`config.mk`:
```
export PLATFORM = sky130hd
export DESIGN_NAME = npst_ctrl
export DESIGN_NICKNAME = d
export VERILOG_FILES = /design/src/rtl/npst_pkg.sv /design/src/rtl/npst_ctrl.sv
export SDC_FILE = /design/constraint.sdc
export NUM_CORES = 1
export LEC_CHECK = 0
export ABC_CLOCK_PERIOD_IN_PS = 3400
export BUFFER_PORTS_ARGS = -buffer_cell sky130_fd_sc_hd__buf_2
export CORE_MARGIN = 5
export CORE_UTILIZATION = 55
export DETAILED_ROUTE_END_ITERATION = 16
export GPL_ROUTABILITY_DRIVEN = 0
export GPL_TIMING_DRIVEN = 0
export PLACE_DENSITY_LB_ADDON = 0.12
export SKIP_CTS_REPAIR_TIMING = 1
export SYNTH_ARGS = -nofsm -noshare
export SYNTH_HDL_FRONTEND = slang
export SYNTH_SLANG_ARGS = --single-unit
```
`constraint.sdc`:
```
create_clock -name i_clk -period 3.4 [get_ports i_clk]
set_input_delay 0.51 -clock i_clk [delete_from_list [all_inputs] [get_ports i_clk]]
set_output_delay 0.51 -clock i_clk [all_outputs]
set_load 0.01 [all_outputs]
```
`src/rtl/npst_pkg.sv`:
```
// ============================================================================
// npst_pkg: shared types and constants for the nearest position spanning tree
// Holds the default sizes, the fixed field widths of the channels, the
// configuration register map and the command and status bundles.
// ============================================================================
package npst_pkg;

    // Default sizes handed to the top level parameters.
    localparam int NPST_MAX_SCANS  = 32;
    localparam int NPST_COORD_BITS = 24;

    // Fixed widths of the channel fields.
    localparam int NPST_POS_W  = 24;
    localparam int NPST_EIDX_W = 5;

    // Configuration port.
    localparam int CFG_DATA_W = 32;
    localparam int CFG_ADDR_W = 2;
    localparam logic [CFG_ADDR_W-1:0] ADDR_USE_SCAN_ORDER = 2'd0;

    // Commands from the controller to the datapath.
    typedef struct packed {
        logic pos_we;       // store the accepted position
        logic build_init;   // clear attached set, attach position zero
        logic src_cap;      // capture the source position read last cycle
        logic sweep_start;  // reset the running minimum
        logic sweep_valid;  // one candidate enters the relax pipeline
        logic first_sweep;  // stored best values are treated as unset
        logic attach;       // mark the selected candidate as attached
        logic emit;         // load the edge output register
    } t_cmd;

    // Status from the datapath to the controller.
    typedef struct packed {
        logic pipe_busy;    // relax pipeline still holds candidates
        logic out_free;     // edge output register can take an item
    } t_sts;

endpackage

```
`src/rtl/npst_ctrl.sv`:
```
// ============================================================================
// npst_ctrl: load and tree build sequencer
// Counts loaded positions, then per edge reads the source position, sweeps
// candidates, drains the pipeline and emits; scan order mode chains instead.
// ============================================================================
module npst_ctrl import npst_pkg::*; #(
    parameter  int MAX_SCANS = NPST_MAX_SCANS,
    localparam int IDX_W     = $clog2(MAX_SCANS)
) (
    input  logic             i_clk,
    input  logic             i_rst_n,
    input  logic             i_in_valid,
    input  logic             i_in_last,
    output logic             o_in_ready,
    input  logic             i_use_scan_order,
    input  t_sts             i_sts,
    input  logic [IDX_W-1:0] i_min_idx,
    input  logic [IDX_W-1:0] i_min_parent,
    output t_cmd             o_cmd,
    output logic [IDX_W-1:0] o_rd_addr,
    output logic [IDX_W-1:0] o_wr_addr,
    output logic [IDX_W-1:0] o_src_idx,
    output logic [IDX_W-1:0] o_e_parent,
    output logic [IDX_W-1:0] o_e_child,
    output logic             o_e_last
);

    localparam int CNT_W = $clog2(MAX_SCANS + 1);

    typedef enum logic [2:0] {
        ST_IDLE,
        ST_SRC_RD,
        ST_SRC_CAP,
        ST_SWEEP,
        ST_DRAIN,
        ST_EMIT,
        ST_CHAIN
    } t_state;

    t_state           r_state, n_state;
    logic [CNT_W-1:0] r_count, n_count;
    logic [CNT_W-1:0] r_n, n_n;
    logic [IDX_W-1:0] r_step, n_step;
    logic [IDX_W-1:0] r_y, n_y;
    logic [IDX_W-1:0] r_v, n_v;
    logic [IDX_W-1:0] r_i, n_i;
    logic             r_first, n_first;

    logic             w_room;
    logic [CNT_W-1:0] w_cnt_next;
    logic [CNT_W-1:0] w_n_m1;

    assign w_room     = r_count < CNT_W'(MAX_SCANS);
    assign w_cnt_next = r_count + CNT_W'(w_room);
    assign w_n_m1     = r_n - CNT_W'(1);

    // Next state and command decode.
    always_comb begin
        n_state    = r_state;
        n_count    = r_count;
        n_n        = r_n;
        n_step     = r_step;
        n_y        = r_y;
        n_v        = r_v;
        n_i        = r_i;
        n_first    = r_first;
        o_cmd      = '0;
        o_cmd.first_sweep = r_first;
        o_in_ready = 1'b0;
        o_rd_addr  = r_y;
        o_e_parent = i_min_parent;
        o_e_child  = i_min_idx;
        o_e_last   = CNT_W'(r_step) == w_n_m1;

        case (r_state)
            // Take positions; the item marked last closes the set.
            ST_IDLE: begin
                o_in_ready = 1'b1;
                if (i_in_valid) begin
                    o_cmd.pos_we = w_room;
                    n_count      = w_cnt_next;
                    if (i_in_last) begin
                        n_count = '0;
                        n_n     = w_cnt_next;
                        n_step  = IDX_W'(1);
                        n_i     = IDX_W'(1);
                        if (w_cnt_next < CNT_W'(2)) begin
                            n_state = ST_IDLE;
                        end else if (i_use_scan_order) begin
                            n_state = ST_CHAIN;
                        end else begin
                            o_cmd.build_init = 1'b1;
                            n_v     = '0;
                            n_first = 1'b1;
                            n_state = ST_SRC_RD;
                        end
                    end
                end
            end
            // Read the position the next sweep relaxes from.
            ST_SRC_RD: begin
                o_rd_addr = r_v;
                n_state   = ST_SRC_CAP;
            end
            ST_SRC_CAP: begin
                o_cmd.src_cap     = 1'b1;
                o_cmd.sweep_start = 1'b1;
                n_y     = '0;
                n_state = ST_SWEEP;
            end
            // One candidate per cycle over all loaded positions.
            ST_SWEEP: begin
                o_cmd.sweep_valid = 1'b1;
                if (CNT_W'(r_y) == w_n_m1) begin
                    n_state = ST_DRAIN;
                end else begin
                    n_y = r_y + IDX_W'(1);
                end
            end
            ST_DRAIN: begin
                if (!i_sts.pipe_busy) begin
                    n_state = ST_EMIT;
                end
            end
            // Attach the nearest candidate and send its edge.
            ST_EMIT: begin
                if (i_sts.out_free) begin
                    o_cmd.emit   = 1'b1;
                    o_cmd.attach = 1'b1;
                    n_first      = 1'b0;
                    if (CNT_W'(r_step) == w_n_m1) begin
                        n_state = ST_IDLE;
                    end else begin
                        n_step  = r_step + IDX_W'(1);
                        n_v     = i_min_idx;
                        n_state = ST_SRC_RD;
                    end
                end
            end
            // Chain edges in load order.
            ST_CHAIN: begin
                o_e_parent = r_i - IDX_W'(1);
                o_e_child  = r_i;
                o_e_last   = CNT_W'(r_i) == w_n_m1;
                if (i_sts.out_free) begin
                    o_cmd.emit = 1'b1;
                    if (CNT_W'(r_i) == w_n_m1) begin
                        n_state = ST_IDLE;
                    end else begin
                        n_i = r_i + IDX_W'(1);
                    end
                end
            end
            default: begin
                n_state = ST_IDLE;
            end
        endcase
    end

    // State and sequencing registers.
    always_ff @(posedge i_clk) begin
        if (!i_rst_n) begin
            r_state <= ST_IDLE;
            r_count <= '0;
            r_n     <= '0;
            r_step  <= '0;
            r_y     <= '0;
            r_v     <= '0;
            r_i     <= '0;
            r_first <= 1'b0;
        end else begin
            r_state <= n_state;
            r_count <= n_count;
            r_n     <= n_n;
            r_step  <= n_step;
            r_y     <= n_y;
            r_v     <= n_v;
            r_i     <= n_i;
            r_first <= n_first;
        end
    end

    assign o_wr_addr = r_count[IDX_W-1:0];
    assign o_src_idx = r_v;

endmodule

```
==> flow_summary.toml <==
[timing]
slew_violations = 0
tns_ns = 0
hold_slack_ns = 0.451
clock.fmax_mhz = 308
tightest_slew_ns = 0.916
skew_ns = 0.00319
hold_viol = 0
period_minus_slack_ns = 3.25
rsz0062_at_grt = "false"
fin_crit_sh_pct = 95.5
fin_ws_ns = 0.152
finalSetupViolations = 0
slew_headroom_pct = 38.5

[setup_path]
worst_path_max_delay_cell = "a311o_2"
rr_endpoint = "r_state[0]"
criticalPathCategory = "reg -> out"
critPathMaxFanout = 8
slowest_delay_ns = 0.39
crit_chain = "buf_6 > inv_1 > ha_1 > buf_6 > or2b_2 > a21o_1 > a311o_2 > or3_4 > buf_6 > mux2i_1 > buf_2"
cp-start-kind = "register"
cp.depth = 11
crit_path_frequent_cell = "buf_6"
path_buf_inv = 5
cp_data_arrival_time_ns = 2.74
end_kind = "output pin"
required_ns = 2.89
reg2regPathDepth = 10
cp-endpoint = "o_e_last"
r2r_slack_ns = 0.50
timing.rr.start = "r_n[0]"
critical-path-top-delay-family = "simple AND/OR/NAND/NOR gates"
crit_start = "r_n[0]"

[min_path]
hold_class = "in -> reg"

[global_route]
grt_max_degree = 12
antenna_found_initial = 0
grtUsageTotal_pct = 22.4
overflow = 0
grt_pass1_wl_um = 11200
grt_pass1_vias = 2357

[clock_network]
clock_latency_ns = 0.29
cts_made_buffers = 5
clkTransAtPathRegs_ns = 0.08
root_buffer = "clkbuf_8"
cts_buffer_depth = 2
h-tree-depth = 2
cts_tree = "yes"
clock-sinks = 36

[yosys]
async_flop_share_pct = 0
ys_seq_area_share_pct = 27.7
synth_area_sq_mm = 0.00260
post_synth.cell_area_avg_sq_um = 7.84
synth.yosys.warnings = 0
syn_inst = 332
syn_nets = 356
ys_types = 64
synth-edff-count = 0
synth_ff_type = "dfxtp_1"
yosys_register_bits = 36

[power_and_ir_drop]
power_frac_seq_pct = 39.0
power_mw = 1.17
total_leakage_power_nw = 1.32
power.internal_uw = 801
combPwrFrac_pct = 28.3
peakVddDrop_mv = 0.256
powerDensity_mw_per_mm2 = 383
switching_share_pct = 31.6
p_clk_share_pct = 32.6
switching_power_uw = 370

[die]
initial_utilization_pct = 55.8
num_rows = 25
core_sq_mm = 0.00466
die_w_um = 78.8
die_y_um = 78.8
die_area_sq_mm = 0.00620
io_pins = 52

[cells_and_area]
fin_nets = 413
fin_util_pct = 65.6
antenna_cells = 0
final_cells = 444
drive_gt1_share_pct = 23.8
syn_to_final_growth_pct = 17.6
fin_area_sq_mm = 0.00306

[route]
ant_nets = 0
dr_total_vias = 2546
drc_errors = 0
vias_per_cell = 5.73
wire_per_inst_um = 15.1
drtPass1Iterations = 5
drt_iter0_drc = 187
routed_wl_um = 6730

[outcome]
status = "completed"

[placement]
dp_worst_setup_slack_ns = 0.216
placedInstanceArea_sq_mm = 0.00292
numPortBuffers = 50
dp_cells = 436
hpwl_um = 5040

[job]
cap_violations = 0
## state kept, by name, indices dropped and copies added (netlist names)
register	count
r_first	1
r_y	5
r_count	6
r_i	5
o_src_idx	5
r_n	6
r_state	3
r_step	5
## synthesized netlist by cell type, drive strengths merged (3+ instances only)
cell / number / share of area [%]
o31ai: 3 / 0.87
mux2: 6 / 2.6
dfxtp: 36 / 28
a21oi: 19 / 3.7
inv: 15 / 2.2
a311oi: 5 / 1.7
nor3: 10 / 1.9
a21o: 5 / 1.4
a211oi: 8 / 2.8
a22o: 5 / 1.7
mux2i: 8 / 3.1
and3: 3 / 0.91
or2b: 3 / 0.96
nand2: 40 / 5.8
xnor2: 18 / 6.1
ha: 7 / 3.4
o21ai: 12 / 2.3
nor2: 35 / 5.1
a31oi: 3 / 0.72
or2: 4 / 0.96
nand4: 3 / 0.72
buf: 11 / 3.5
clkbuf: 15 / 2.5
nand3: 13 / 2.5
or3: 3 / 0.91
xor2: 4 / 1.3
## cell type report
type	instances	area, sq um
flip-flops and latches	36	721
repair buffers	50	250
inverters	15	56.3
well taps	54	67.6
multi-input cells	254	1690
plain buffers	27	165
fillers	418	1600
clock buffers	6	72.6
clock inverters	2	35.0
## how the worst min path moves through the flow
stage | slack, ns | cells after the start | end | startpoint
5_1_grt | 0.45 | 2 | o_src_idx[3] | i_min_idx[3]
4_1_cts | 0.45 | 2 | o_src_idx[3] | i_min_idx[3]
2_1_floorplan | 0.45 | 2 | r_n[1] | r_n[1]
3_3_place_gp | 0.47 | 2 | r_n[1] | r_n[1]
3_5_place_dp | 0.47 | 1 | o_src_idx[2] | o_src_idx[2]
6_report | 0.45 | 2 | o_src_idx[3] | i_min_idx[3]
## power by group through the flow
stage	registers, mW	clock network, mW	logic [mW]
detailed placement	0.466	0	0.314
finish	0.457	0.382	0.332
global placement	0.465	0	0.309
CTS	0.456	0.388	0.316
global route	0.460	0.406	0.365
floorplan	0.461	0	0.240
## cell usage in the layout (no fill, tap or decap), types with 8 or more instances in the layout
master and instances:
a21oi_1 19, buf_2 50, o21ai_0 12, nand2_1 40, mux2i_1 8, nor2_1 35
nand3_1 13, dfxtp_1 36, nor3_1 9, xnor2_1 17, clkbuf_1 15, inv_1 15
## layer usage
layer | GRT usage (%) | wire length (um)
met5 | 0 | 0
met3 | 3.74 | 427
met2 | 36.8 | 3010
met4 | 7.52 | 105
met1 | 29.7 | 3180
## cell families after synthesis
family	count (synthesis)	share of synthesized area, %
simple gates	129	24.0
compound gates	81	22.3
buf+inv	42	8.51
flops	36	27.7
xor+xnor	23	8.42
mux	14	5.68
fa+ha+maj	7	3.37
Note: power is estimated with default switching activity, not from simulation.
